## config.mk

```make
export PLATFORM = sky130hd
export DESIGN_NAME = nearest_downscale_grayscale
export DESIGN_NICKNAME = d
export VERILOG_FILES = /design/src/sv/ndg_pkg.sv /design/src/sv/ndg_cfg.sv /design/src/sv/ndg_select.sv /design/src/sv/nearest_downscale_grayscale.sv
export VERILOG_INCLUDE_DIRS = /design/src /design/src/sv
export SDC_FILE = /design/constraint.sdc
export NUM_CORES = 2
export LEC_CHECK = 0
export BUFFER_PORTS_ARGS = -buffer_cell sky130_fd_sc_hd__buf_2
export CAP_MARGIN = 0
export CORE_AREA = 2 2 222 224
export CTS_BUF_LIST = sky130_fd_sc_hd__clkbuf_16
export DETAILED_ROUTE_END_ITERATION = 10
export DIE_AREA = 0 0 224 226
export GPL_ROUTABILITY_DRIVEN = 0
export HOLD_SLACK_MARGIN = 0.1
export PLACE_DENSITY = 0.78
export SLEW_MARGIN = 20
export SYNTH_ARGS = -nofsm -noshare
export SYNTH_HDL_FRONTEND = slang
export SYNTH_SLANG_ARGS = --single-unit
```

## constraint.sdc

```tcl
create_clock -name clk -period 10.1 [get_ports clk]
set_input_delay 2.02 -clock clk [delete_from_list [all_inputs] [get_ports clk]]
set_output_delay 2.02 -clock clk [all_outputs]
set_load 0.01 [all_outputs]
```

## src/sv/nearest_downscale_grayscale_macros.svh

```systemverilog
// Assertion macros for the downscaler RTL.
`ifndef NEAREST_DOWNSCALE_GRAYSCALE_MACROS_SVH
`define NEAREST_DOWNSCALE_GRAYSCALE_MACROS_SVH

// Same-cycle implication, checked on every rising edge outside reset.
`define NDG_ASSERT_IMPLIES(label, cond, expr) \
  label: assert property (@(posedge clk) disable iff (rst) (cond) |-> (expr)) \
    else $error("ndg assertion failed: cond implies expr");

// Next-cycle implication, checked on every rising edge outside reset.
`define NDG_ASSERT_NEXT(label, cond, expr) \
  label: assert property (@(posedge clk) disable iff (rst) (cond) |=> (expr)) \
    else $error("ndg assertion failed: cond implies expr in the next cycle");

`endif

```

## src/sv/ndg_pkg.sv

```systemverilog
// Shared types and constants of the nearest-neighbor grayscale downscaler.
package ndg_pkg;

  localparam int CFG_W     = 13;
  localparam int CFG_IDX_W = 2;
  localparam int CFG_MAX   = 8191;
  localparam int COLOR_W   = 8;
  localparam int COORD_W   = 12;

  localparam logic [CFG_IDX_W-1:0] CFG_IN_WIDTH   = 2'd0;
  localparam logic [CFG_IDX_W-1:0] CFG_IN_HEIGHT  = 2'd1;
  localparam logic [CFG_IDX_W-1:0] CFG_OUT_WIDTH  = 2'd2;
  localparam logic [CFG_IDX_W-1:0] CFG_OUT_HEIGHT = 2'd3;

  localparam logic [CFG_W-1:0] RST_IN_WIDTH   = 13'd64;
  localparam logic [CFG_W-1:0] RST_IN_HEIGHT  = 13'd64;
  localparam logic [CFG_W-1:0] RST_OUT_WIDTH  = 13'd32;
  localparam logic [CFG_W-1:0] RST_OUT_HEIGHT = 13'd32;

  // Decision for the source pixel now at the head of the pipe.
  typedef struct packed {
    logic               hit;
    logic               frame_last;
    logic [COORD_W-1:0] out_x;
    logic [COORD_W-1:0] out_y;
  } sel_t;

endpackage

```

## src/sv/ndg_cfg.sv

```systemverilog
// Configuration registers and clamping of the frame sizes.
module ndg_cfg #(
  parameter int MAX_DIM = 4096
) (
  input  logic                          clk,
  input  logic                          rst,
  input  logic                          cfg_we,
  input  logic [ndg_pkg::CFG_IDX_W-1:0] cfg_index,
  input  logic [ndg_pkg::CFG_W-1:0]     cfg_data,
  output logic [$clog2(((MAX_DIM < ndg_pkg::CFG_MAX) ? MAX_DIM : ndg_pkg::CFG_MAX) + 1)-1:0]
                                        iw,
  output logic [$clog2(((MAX_DIM < ndg_pkg::CFG_MAX) ? MAX_DIM : ndg_pkg::CFG_MAX) + 1)-1:0]
                                        ih,
  output logic [$clog2(((MAX_DIM < ndg_pkg::CFG_MAX) ? MAX_DIM : ndg_pkg::CFG_MAX) + 1)-1:0]
                                        ow,
  output logic [$clog2(((MAX_DIM < ndg_pkg::CFG_MAX) ? MAX_DIM : ndg_pkg::CFG_MAX) + 1)-1:0]
                                        oh
);
  import ndg_pkg::*;

  localparam int EFF_MAX = (MAX_DIM < CFG_MAX) ? MAX_DIM : CFG_MAX;
  localparam int DIM_W   = $clog2(EFF_MAX + 1);
  localparam logic [CFG_W-1:0] LIMIT = CFG_W'(EFF_MAX);

  logic [CFG_W-1:0] in_width, in_height, out_width, out_height;
  logic [CFG_W-1:0] iw_c, ih_c, ow_c, oh_c;

  always_ff @(posedge clk) begin
    if (rst) begin
      in_width   <= RST_IN_WIDTH;
      in_height  <= RST_IN_HEIGHT;
      out_width  <= RST_OUT_WIDTH;
      out_height <= RST_OUT_HEIGHT;
    end else if (cfg_we) begin
      unique case (cfg_index)
        CFG_IN_WIDTH:   in_width   <= cfg_data;
        CFG_IN_HEIGHT:  in_height  <= cfg_data;
        CFG_OUT_WIDTH:  out_width  <= cfg_data;
        CFG_OUT_HEIGHT: out_height <= cfg_data;
        default: ;
      endcase
    end
  end

  // Zero sizes count as one; inputs saturate at the limit and outputs at the input size.
  always_comb begin
    iw_c = (in_width == '0) ? CFG_W'(1) : ((in_width > LIMIT) ? LIMIT : in_width);
    ih_c = (in_height == '0) ? CFG_W'(1) : ((in_height > LIMIT) ? LIMIT : in_height);
    ow_c = (out_width == '0) ? CFG_W'(1) : ((out_width > iw_c) ? iw_c : out_width);
    oh_c = (out_height == '0) ? CFG_W'(1) : ((out_height > ih_c) ? ih_c : out_height);
  end

  assign iw = DIM_W'(iw_c);
  assign ih = DIM_W'(ih_c);
  assign ow = DIM_W'(ow_c);
  assign oh = DIM_W'(oh_c);

endmodule

```

## src/sv/ndg_select.sv

```systemverilog
// Source position counters and nearest-neighbor pick logic.
module ndg_select #(
  parameter int MAX_DIM = 4096
) (
  input  logic           clk,
  input  logic           rst,
  input  logic           advance,
  input  logic [$clog2(((MAX_DIM < ndg_pkg::CFG_MAX) ? MAX_DIM : ndg_pkg::CFG_MAX) + 1)-1:0]
                         iw,
  input  logic [$clog2(((MAX_DIM < ndg_pkg::CFG_MAX) ? MAX_DIM : ndg_pkg::CFG_MAX) + 1)-1:0]
                         ih,
  input  logic [$clog2(((MAX_DIM < ndg_pkg::CFG_MAX) ? MAX_DIM : ndg_pkg::CFG_MAX) + 1)-1:0]
                         ow,
  input  logic [$clog2(((MAX_DIM < ndg_pkg::CFG_MAX) ? MAX_DIM : ndg_pkg::CFG_MAX) + 1)-1:0]
                         oh,
  output ndg_pkg::sel_t  sel
);
  import ndg_pkg::*;

  localparam int EFF_MAX = (MAX_DIM < CFG_MAX) ? MAX_DIM : CFG_MAX;
  localparam int DIM_W   = $clog2(EFF_MAX + 1);
  localparam int CNT_W   = $clog2(EFF_MAX);
  localparam int ACC_W   = $clog2(EFF_MAX * (EFF_MAX + 1) + 1);

  logic [CNT_W-1:0] src_col, src_row, src_col_next, src_row_next;
  logic [DIM_W-1:0] next_out_col, next_out_row, next_out_col_next, next_out_row_next;
  logic [ACC_W-1:0] col_target_acc, row_target_acc, col_target_acc_next, row_target_acc_next;

  logic [ACC_W-1:0] col_lo, col_hi, row_lo, row_hi;
  logic             col_hit, row_hit, row_end, frame_end;

  // The pixel is picked when the accumulator lands in [pos*out, pos*out + out).
  assign col_lo  = ACC_W'(src_col) * ACC_W'(ow);
  assign row_lo  = ACC_W'(src_row) * ACC_W'(oh);
  assign col_hi  = col_lo + ACC_W'(ow);
  assign row_hi  = row_lo + ACC_W'(oh);
  assign col_hit = (next_out_col < ow) && (col_target_acc >= col_lo) && (col_target_acc < col_hi);
  assign row_hit = (next_out_row < oh) && (row_target_acc >= row_lo) && (row_target_acc < row_hi);

  assign row_end   = ((DIM_W + 1)'(src_col) + 1'b1) >= (DIM_W + 1)'(iw);
  assign frame_end = ((DIM_W + 1)'(src_row) + 1'b1) >= (DIM_W + 1)'(ih);

  assign sel.hit        = row_hit && col_hit;
  assign sel.out_x      = COORD_W'(next_out_col);
  assign sel.out_y      = COORD_W'(next_out_row);
  assign sel.frame_last = (((DIM_W + 1)'(next_out_col) + 1'b1) == (DIM_W + 1)'(ow)) &&
                          (((DIM_W + 1)'(next_out_row) + 1'b1) == (DIM_W + 1)'(oh));

  always_comb begin
    src_col_next        = src_col;
    src_row_next        = src_row;
    next_out_col_next   = next_out_col;
    next_out_row_next   = next_out_row;
    col_target_acc_next = col_target_acc;
    row_target_acc_next = row_target_acc;
    if (sel.hit) begin
      next_out_col_next   = next_out_col + 1'b1;
      col_target_acc_next = col_target_acc + ACC_W'(iw);
    end
    if (row_end) begin
      src_col_next        = '0;
      next_out_col_next   = '0;
      col_target_acc_next = '0;
      if (row_hit) begin
        next_out_row_next   = next_out_row + 1'b1;
        row_target_acc_next = row_target_acc + ACC_W'(ih);
      end
      if (frame_end) begin
        src_row_next        = '0;
        next_out_row_next   = '0;
        row_target_acc_next = '0;
      end else begin
        src_row_next = src_row + 1'b1;
      end
    end else begin
      src_col_next = src_col + 1'b1;
    end
  end

  always_ff @(posedge clk) begin
    if (rst) begin
      src_col        <= '0;
      src_row        <= '0;
      next_out_col   <= '0;
      next_out_row   <= '0;
      col_target_acc <= '0;
      row_target_acc <= '0;
    end else if (advance) begin
      src_col        <= src_col_next;
      src_row        <= src_row_next;
      next_out_col   <= next_out_col_next;
      next_out_row   <= next_out_row_next;
      col_target_acc <= col_target_acc_next;
      row_target_acc <= row_target_acc_next;
    end
  end

endmodule

```

## src/sv/nearest_downscale_grayscale.sv

```systemverilog
// Top level of the nearest-neighbor downscaler with grayscale conversion.
//
//  channel   direction  handshake                     payload
//  s_axis    in         s_axis_tvalid/s_axis_tready   tdata = red, green, blue
//  m_axis    out        m_axis_tvalid/m_axis_tready   tdata = gray, out_x, out_y; tlast
//  cfg       in         cfg_we (no wait)              cfg_index, cfg_data
//
// One item is accepted per clock while m_axis does not stall; results are registered.
// The pick decision and the gray mean are formed between the input and result registers,
// and a pixel that is not picked produces no item.
// Reset (rst, synchronous) restores the 64x64 to 32x32 default sizes and the first pixel.
// A stall on m_axis holds the result and lets one more pixel wait in the input
// register; s_axis_tready drops only when both registers are held.
`include "nearest_downscale_grayscale_macros.svh"

module nearest_downscale_grayscale #(
  parameter int MAX_DIM = 4096
) (
  input  logic                          clk,
  input  logic                          rst,
  // Source pixels.
  input  logic                          s_axis_tvalid,
  output logic                          s_axis_tready,
  input  logic [23:0]                   s_axis_tdata,   // red[7:0], green[15:8], blue[23:16]
  // Downscaled gray pixels.
  output logic                          m_axis_tvalid,
  input  logic                          m_axis_tready,
  output logic [31:0]                   m_axis_tdata,   // gray[7:0], out_x[19:8], out_y[31:20]
  output logic                          m_axis_tlast,   // frame_last
  // Configuration writes.
  input  logic                          cfg_we,
  input  logic [ndg_pkg::CFG_IDX_W-1:0] cfg_index,
  input  logic [ndg_pkg::CFG_W-1:0]     cfg_data
);
  import ndg_pkg::*;

  localparam int EFF_MAX = (MAX_DIM < CFG_MAX) ? MAX_DIM : CFG_MAX;
  localparam int DIM_W   = $clog2(EFF_MAX + 1);
  localparam int SUM_W   = COLOR_W + 2;
  // floor(sum/3) equals (sum*683) >> 11 for every sum of three bytes.
  localparam logic [SUM_W-1:0] DIV3_MUL   = SUM_W'(683);
  localparam int               DIV3_SHIFT = 11;

  logic [DIM_W-1:0] iw, ih, ow, oh;
  sel_t             sel;

  // Input register.
  logic               s1_valid;
  logic [COLOR_W-1:0] s1_red, s1_green, s1_blue;
  logic               advance;

  // Result register.
  logic               out_valid;
  logic [COLOR_W-1:0] out_gray;
  logic [COORD_W-1:0] out_x, out_y;
  logic               out_last;

  logic [SUM_W-1:0]   sum;
  logic [2*SUM_W-1:0] prod;
  logic [COLOR_W-1:0] gray;

  ndg_cfg #(.MAX_DIM(MAX_DIM)) u_cfg (
    .clk       (clk),
    .rst       (rst),
    .cfg_we    (cfg_we),
    .cfg_index (cfg_index),
    .cfg_data  (cfg_data),
    .iw        (iw),
    .ih        (ih),
    .ow        (ow),
    .oh        (oh)
  );

  ndg_select #(.MAX_DIM(MAX_DIM)) u_select (
    .clk     (clk),
    .rst     (rst),
    .advance (advance),
    .iw      (iw),
    .ih      (ih),
    .ow      (ow),
    .oh      (oh),
    .sel     (sel)
  );

  // The head pixel moves on whenever the result register is free or being emptied.
  assign advance       = s1_valid && (!out_valid || m_axis_tready);
  assign s_axis_tready = !s1_valid || advance;

  assign sum  = SUM_W'(s1_red) + SUM_W'(s1_green) + SUM_W'(s1_blue);
  assign prod = (2*SUM_W)'(sum) * (2*SUM_W)'(DIV3_MUL);
  assign gray = prod[DIV3_SHIFT +: COLOR_W];

  always_ff @(posedge clk) begin
    if (rst) begin
      s1_valid <= 1'b0;
    end else if (s_axis_tvalid && s_axis_tready) begin
      s1_valid <= 1'b1;
    end else if (advance) begin
      s1_valid <= 1'b0;
    end
  end

  always_ff @(posedge clk) begin
    if (s_axis_tvalid && s_axis_tready) begin
      s1_red   <= s_axis_tdata[7:0];
      s1_green <= s_axis_tdata[15:8];
      s1_blue  <= s_axis_tdata[23:16];
    end
  end

  always_ff @(posedge clk) begin
    if (rst) begin
      out_valid <= 1'b0;
    end else if (advance) begin
      out_valid <= sel.hit;
    end else if (m_axis_tready) begin
      out_valid <= 1'b0;
    end
  end

  always_ff @(posedge clk) begin
    if (advance && sel.hit) begin
      out_gray <= gray;
      out_x    <= sel.out_x;
      out_y    <= sel.out_y;
      out_last <= sel.frame_last;
    end
  end

  assign m_axis_tvalid = out_valid;
  assign m_axis_tdata  = {out_y, out_x, out_gray};
  assign m_axis_tlast  = out_last;

  // Checks: coordinates stay inside the output frame, the frame mark sits on
  // its last pixel, and the input side stalls only when both registers hold.
  logic x_in_range, y_in_range, last_at_corner, stall_ok;

  assign x_in_range     = CFG_W'(out_x) < CFG_W'(ow);
  assign y_in_range     = CFG_W'(out_y) < CFG_W'(oh);
  assign last_at_corner = ((CFG_W'(out_x) + 1'b1) == CFG_W'(ow)) &&
                          ((CFG_W'(out_y) + 1'b1) == CFG_W'(oh));
  assign stall_ok       = s1_valid && out_valid && !m_axis_tready;

  `NDG_ASSERT_IMPLIES(a_x_in_range, m_axis_tvalid, x_in_range && y_in_range)
  `NDG_ASSERT_IMPLIES(a_last_at_corner, m_axis_tvalid && m_axis_tlast, last_at_corner)
  `NDG_ASSERT_IMPLIES(a_stall_only_when_full, !s_axis_tready, stall_ok)

endmodule

```

==> After elaboration in Yosys (flattened, before gate mapping) <==
Cells that the tools add are included.
{ "op_classes": {"multipliers": 3, "magnitude_cmp": 12, "n_reduce_logical": 29, "n_mux": 22, "eq_ne": 5, "n_addsub": 14} }
{ "op_table": {"columns": ["op", "n"], "rows": [
  ["$mux 13", 12],
  ["$add 25x13->25", 4],
  ["$mux 25", 4],
  ["$logic_not 13->1", 4],
  ["$ge 25x25->1", 2],
  ["$lt 25x25->1", 2],
  ["$mul 12x13->25", 2],
  ["$add 13x1->14 const B", 2],
  ["$eq 14x13->1", 2],
  ["$ge 14x13->1", 2],
  ["$add 12x1->13 const B", 2],
  ["$add 13x1->13 const B", 2],
  ["$gt 13x13->1", 2],
  ["$gt 13x13->1 const B", 2],
  ["$lt 13x13->1", 2],
  ["$add 12x1->12 const B", 2],
  ["$mux 12", 2],
  ["$mul 10x10->19 const B", 1],
  ["$reduce_and 2->1", 6],
  ["$add 9x8->10", 1],
  ["$add 8x8->9", 1],
  ["$logic_and 1x1->1", 9],
  ["$reduce_bool 2->1", 4],
  ["$eq 2x2->1 const B", 2],
  ["6 further kinds", 11]
]} }
{ "totals": {"ff_bits": 211, "elab_cells": 104, "in_bits": 44} }

==> Logic depth before layout (Yosys ltp) <==
{ "depth": {"depth_word": 13, "depth_mapped": 49, "depth_no_buf": 45} }

==> Hierarchy <==
A second synthesis with hierarchy kept.
{ "unflattened": {"cells_unflattened": 3337, "hier_area_um2": 28363.5} }
{ "by_module_without_submodules": {"columns": ["module", "area_each_um2", "n_inst", "cells_each"], "rows": [
  ["ndg_select", 21323.0, 1, 2634],
  ["nearest_downscale_grayscale", 3982.6, 1, 289],
  ["ndg_cfg", 3057.9, 1, 414]
]} }

==> Least setup slack after synthesis <==
Ideal clock, no wire load.
{ "synth_path": {"kind": "register to register", "startpoint": "register u_cfg.in_height[12]", "endpoint": "register out_last, in the netlist m_axis_tlast (enable)", "arrival_time_ps": 10802, "t_required_ps": 9712, "stages_incl_launch_ff": 43, "path_slack_ps": -1090, "path_cell_list": "dfxtp_1 -> clkbuf_1 -> clkinv_1 -> nand2_1 -> ha_1 -> o21ai_0 -> a21oi_1 -> o311a_1 -> o21ai_2 -> clkbuf_1 -> mux2i_1 -> nor2_1 -> clkbuf_1 -> nand2_1 -> fa_1 -> fa_1 -> inv_1 -> fa_1 -> (+7 left out) -> a41oi_2 -> o31a_1 -> o221a_2 -> o211ai_1 -> or3_1 -> nor3_1 -> nand4_1 -> xnor2_1 -> ha_1 -> nand4_1 -> nor3_1 -> a2111oi_0 -> nand4b_1 -> nor4_1 -> o211ai_1 -> nor4_4 -> nand2_1 -> inv_1"} }
{ "synth_between": {"elab_chain_len": 12, "elab_cells_between_ends": 16, "cone_classes": "1 x add/sub; 1 x mul; 5 x order compare; 4 x mux; 5 x reduce/logical"} }
{ "synth_lines": {"columns": ["item", "line_no", "source"], "rows": [
  ["from (decl)", "ndg_cfg.sv:25", "logic [CFG_W-1:0] in_width, in_height, out_width, out_height;"],
  ["from (signal assigned)", "ndg_cfg.sv:37", "CFG_IN_HEIGHT: in_height <= cfg_data;"],
  ["$gt 13x13->1", "ndg_cfg.sv:48", "ih_c = (in_height == '0) ? CFG_W'(1) : ((in_height > LIMIT) ? LIMIT : in_height);"],
  ["$mux 13", "ndg_cfg.sv:48", null],
  ["$mux 13 *", "ndg_cfg.sv:48", null],
  ["$gt 13x13->1", "ndg_cfg.sv:50", "oh_c = (out_height == '0) ? CFG_W'(1) : ((out_height > ih_c) ? ih_c : out_height);"],
  ["$mux 13 * (2 in a row)", "ndg_cfg.sv:50", null],
  ["$mul 12x13->25", "ndg_select.sv:34", "assign row_lo = ACC_W'(src_row) * ACC_W'(oh);"],
  ["$add 25x13->25 / $ge 25x25->1 (equally long branches)", "ndg_select.sv:36, ndg_select.sv:38", null],
  ["$lt 25x25->1 / $logic_and 1x1->1 (equally long branches)", "ndg_select.sv:38", "assign row_hit = (next_out_row < oh) && (row_target_acc >= row_lo) && (row_target_acc < row_hi);"],
  ["$logic_and 1x1->1 *", "ndg_select.sv:38", null],
  ["$logic_and 1x1->1 *", "ndg_select.sv:43", "assign sel.hit = row_hit && col_hit;"],
  ["$logic_and 1x1->1 *", "nearest_downscale_grayscale.sv:122", "if (advance && sel.hit) begin"],
  ["to (signal assigned)", "nearest_downscale_grayscale.sv:126", "out_last <= sel.frame_last;"],
  ["to (decl)", "nearest_downscale_grayscale.sv:56", "logic out_last;"]
]} }
Every way passes the cells marked *; elsewhere a longest branch is shown, timed or not.
A chain may end at the register's enable or synchronous reset.

==> Worst setup path after layout <==
{ "layout_path": {"startpoint": "register u_cfg.in_height[11]", "endpoint": "register out_y[0] (enable)"} }
{ "layout_between": {"elab_chain_len": 12, "elab_cells_between_ends": 16, "cone_classes": "1 x add/sub; 1 x mul; 5 x order compare; 4 x mux; 5 x reduce/logical"} }
{ "layout_lines": {"columns": ["item", "line_no", "source"], "rows": [
  ["$gt 13x13->1", "ndg_cfg.sv:48", null],
  ["$mux 13", "ndg_cfg.sv:48", null],
  ["$mux 13 *", "ndg_cfg.sv:48", null],
  ["$gt 13x13->1", "ndg_cfg.sv:50", null],
  ["$mux 13 * (2 in a row)", "ndg_cfg.sv:50", null],
  ["$mul 12x13->25", "ndg_select.sv:34", null],
  ["$add 25x13->25 / $ge 25x25->1 (equally long branches)", "ndg_select.sv:36, ndg_select.sv:38", null],
  ["$lt 25x25->1 / $logic_and 1x1->1 (equally long branches)", "ndg_select.sv:38", null],
  ["$logic_and 1x1->1 *", "ndg_select.sv:38", null],
  ["$logic_and 1x1->1 *", "ndg_select.sv:43", null],
  ["$logic_and 1x1->1 *", "nearest_downscale_grayscale.sv:122", null],
  ["to (signal assigned)", "nearest_downscale_grayscale.sv:125", "out_y <= sel.out_y;"],
  ["to (decl)", "nearest_downscale_grayscale.sv:55", "logic [COORD_W-1:0] out_x, out_y;"]
]} }
Marked as above.

==> flow_summary.rst <==
.. list-table::
   :header-rows: 1

   * - Metric
     - Value
   * - Detailed router's first-iteration violation count
     - 2556
   * - Power, Total
     - 5.24 mW
   * - Largest family of logic cells by synthesized area
     - adder cells
   * - Arrival time at the worst endpoint
     - 10660 ps
   * - Floorplan die height
     - 226 um
   * - Share of the synthesized netlist area taken by xor and xnor gates
     - 0.0522
   * - Final Hold Fails
     - 0
   * - Worst Tran Pin Value
     - 1080 ps
   * - Number of buffers on the longest clock path
     - 3
   * - Synthesized-area fraction occupied by ao, oa, aoi and oai cells
     - 0.132
   * - CP Max Fanout
     - 16
   * - Die outline width
     - 224 um
   * - DRT antenna net count
     - 0
   * - Root buffer cell
     - sky130_fd_sc_hd__clkbuf_16
   * - Clock Skew
     - 14.2 ps
   * - Maximum capacitance violations
     - 0
   * - Min-delay worst type
     - register to register
   * - Initial Util
     - 0.583
   * - Required arrival time at the worst endpoint
     - 10350 ps
   * - Sequential fraction of the synthesis area
     - 0.170
   * - Share of the synthesized area in the top cell type
     - 0.186
   * - FP Rows
     - 81
   * - Static Leak
     - 16.9 nW
   * - Number of antenna violations at the first check in global routing
     - 1
   * - Ys Warns
     - 0
   * - CP startpoint kind
     - register
   * - Most numerous cell on the critical path
     - sky130_fd_sc_hd__fa_1
   * - Total power divided by cell area
     - 151 nW/um2
   * - Most numerous cell in the Yosys netlist
     - sky130_fd_sc_hd__nand2_1
   * - Clock tree from TritonCTS
     - built
   * - Pin count of the biggest net entering global routing
     - 93
   * - Place WS
     - -717 ps
   * - Overall routing resource usage
     - 0.319
   * - Share of the core filled with cells in the final layout
     - 0.717
   * - Layout area overhead
     - 22.9%
   * - Total die area
     - 50600 um2
   * - Post-synth top flop
     - sky130_fd_sc_hd__dfxtp_1
   * - Detailed Place HPWL
     - 62800 um
   * - Number of DRC violations after detailed routing
     - 0
   * - Outcome
     - complete, but fails checks
   * - Number of buffers inserted during clock tree synthesis
     - 26
   * - Final critical-path setup slack
     - -312 ps
   * - Setup TNS Final
     - -24620 ps
   * - Part of the cycle the worst path needs
     - 1.03
   * - Pre-antenna DRT Iters
     - 6
   * - Wire length of the first global-routing pass
     - 129000 um
   * - Max Transition Viols Final
     - 0
   * - CP Class
     - register to register
   * - Finish-stage setup viols
     - 109
   * - Number of nets produced by synthesis
     - 4083
   * - Leading area contributor after synthesis
     - sky130_fd_sc_hd__ha_1
   * - Final layout net count
     - 4466
   * - Library cell contributing the largest single delay on the critical path
     - sky130_fd_sc_hd__fa_1
   * - Slowest stage delay, CP
     - 560 ps
   * - Sequential cell area
     - 4820 um2
   * - Post-Syn Area
     - 28200 um2
   * - Synth Register Bits
     - 211
   * - Number of enable-type register cells in the synthesized netlist
     - 57
   * - Clock Sink Count
     - 211
   * - Total Routed Length
     - 83600 um
   * - Number of H-tree levels
     - 1
   * - Unrepaired setup endpoints after global routing
     - yes
   * - Boundary pin count
     - 79
   * - Area taken by multi-input logic gates
     - 22700 um2
   * - Maximum vdd ir drop
     - 0.313 mV
   * - Cell variety after synth
     - 83
   * - Biggest area contributors in the synthesized netlist
     - sky130_fd_sc_hd__ha_1, sky130_fd_sc_hd__fa_1, sky130_fd_sc_hd__dfxtp_1, sky130_fd_sc_hd__nand2_1, sky130_fd_sc_hd__edfxtp_1
   * - Number of input and output port buffers inserted
     - 78
   * - Post-layout minimum cycle time
     - 10410 ps
   * - Reg clk slew, reported paths
     - 60 ps
   * - Layout cell share with drive strength beyond 1
     - 0.207
   * - Async SR Flop Fraction
     - 0
   * - Max Clk Rate
     - 0.0960 GHz
   * - Via count of the first global-routing pass
     - 25400
   * - Worst slew margin relative to its limit
     - 0.278
   * - Area share of and/or/nand/nor cells after synthesis
     - 0.193
   * - Total via count after detailed routing
     - 26200
   * - Arithmetic-cell share of the synthesized area counting full adders, half adders and majority gates
     - 0.367
   * - Global route total overflow
     - 0
   * - Synth Instances
     - 3366
   * - Vias per Instance
     - 5.97
   * - Post-synth top cells
     - sky130_fd_sc_hd__nand2_1, sky130_fd_sc_hd__ha_1, sky130_fd_sc_hd__inv_1
   * - Area of the core
     - 48300 um2
   * - Average cell area after synthesis
     - 8.37 um2
   * - Failing checks
     - negative setup slack
   * - Diode insertion count for antenna repair
     - 0
   * - Clock insertion delay at the later pin of the skew report
     - 540 ps
   * - Kind of capture point of the worst setup path
     - register
   * - Total of fill cells in the finished design
     - 3500
   * - Final routed wire length divided by cell count
     - 19.1 um
   * - Portion of netlist area occupied by mux cells
     - 0.0119
==> kinds of logic after synthesis <==
logic type	after synthesis
buf+inv	547
compound gates	600
mux	33
fa+ha+maj	673
simple gates	1134
xor+xnor	168
flops	211
==> layout make-up <==
cell class                 count  share of cell area
clock inverter                17             0.00628
multi-input combinational   2609               0.656
timing repair buffer         483               0.110
inverter                     418              0.0458
tap                          622              0.0225
clock buffer                  28              0.0202
sequential                   211               0.139
==> power by group <==
group          internal [mW]  switching [mW]
Sequential              1.06          0.0451
Clock                  0.625           0.377
Combinational           1.45            1.69
==> worst paths after layout <==
kind	endpoint	cells after the start	startpoint	slack, ps
min reg2reg	u_cfg.in_height[0]$_SDFFE_PP0P_	2	u_cfg.in_height[0]$_SDFFE_PP0P_	470
max	out_y[0]$_DFFE_PP_	46	u_cfg.in_height[11]$_SDFFE_PP0P_	-310
max reg2reg	out_y[0]$_DFFE_PP_	46	u_cfg.in_height[11]$_SDFFE_PP0P_	-310
min	u_cfg.in_height[0]$_SDFFE_PP0P_	2	u_cfg.in_height[0]$_SDFFE_PP0P_	470
==> routing by layer <==
metal	part of all wire	wire length (um)	track usage	vias up
met4	0.049	4140	0.131	0
met1	0.40	33700	0.418	12500
met2	0.47	38900	0.533	1225
met5	0	0	0	-
li1	-	-	-	12200
met3	0.082	6870	0.0418	298
==> flip-flops by register name (all words and copies together), names as in the netlist, 13 cells and up <==
signal                   flops
u_select.next_out_row       13
u_cfg.out_height            13
u_select.col_target_acc     25
u_cfg.in_height             13
u_cfg.out_width             13
u_select.row_target_acc     25
u_select.next_out_col       13
u_cfg.in_width              13
==> placed cells by master, fill, tap and decap left out, types with 14 or more instances in the layout <==
cell                          n
sky130_fd_sc_hd__nand4_1     50
sky130_fd_sc_hd__nand2_2     21
sky130_fd_sc_hd__o21ai_1     32
sky130_fd_sc_hd__nand2b_1    17
sky130_fd_sc_hd__nand3_1     64
sky130_fd_sc_hd__nor3_1      44
sky130_fd_sc_hd__o211ai_1    24
sky130_fd_sc_hd__nor2b_1     14
sky130_fd_sc_hd__fa_1       246
sky130_fd_sc_hd__xnor2_1    102
sky130_fd_sc_hd__buf_2       77
sky130_fd_sc_hd__clkbuf_16   34
sky130_fd_sc_hd__a211oi_1    14
sky130_fd_sc_hd__and2_1     109
sky130_fd_sc_hd__nor4_1      14
sky130_fd_sc_hd__a21oi_1    206
sky130_fd_sc_hd__nand3b_1    17
sky130_fd_sc_hd__buf_4      355
sky130_fd_sc_hd__nor2_1     164
sky130_fd_sc_hd__a21oi_2     23
sky130_fd_sc_hd__nand2_1    439
sky130_fd_sc_hd__o21ai_0     77
sky130_fd_sc_hd__or3_1       27
sky130_fd_sc_hd__buf_6       31
sky130_fd_sc_hd__dfxtp_1    143
sky130_fd_sc_hd__o21a_1      20
sky130_fd_sc_hd__a21o_1      51
sky130_fd_sc_hd__mux2i_1     22
sky130_fd_sc_hd__xor2_1      62
sky130_fd_sc_hd__ha_1       403
sky130_fd_sc_hd__inv_1      407
sky130_fd_sc_hd__o21ai_2     14
sky130_fd_sc_hd__and3_1      41
sky130_fd_sc_hd__edfxtp_1    57
==> metrics by stage <==
stage               instances  cell area [um2]  hold WS, ps
global placement         4275            31800          454
floorplan                3366            28600          435
finish                   4388            34600          466
detailed placement       4275            31800          463
CTS                      4351            33300          470
global route             4388            34600          489
==> worst max-delay path: cells and delay by family, from the launching register on <==
kind,cells,cell delay [ps]
buffers and inverters,11,1600
XOR/XNOR,2,260
AO/OA/AOI/OAI,7,1290
AND/OR/NAND/NOR,17,2970
adder cells (fa/ha/maj),9,3600
flip-flops,1,370
==> timing repair <==
action	in CTS	in global routing
pin swaps	48	118
endpoints found under the setup margin	110	110
setup buffers	29	36
gates cloned	2	6
hold buffers	0	0
gates resized for setup	78	234
Power figures use the tool's default switching activity.
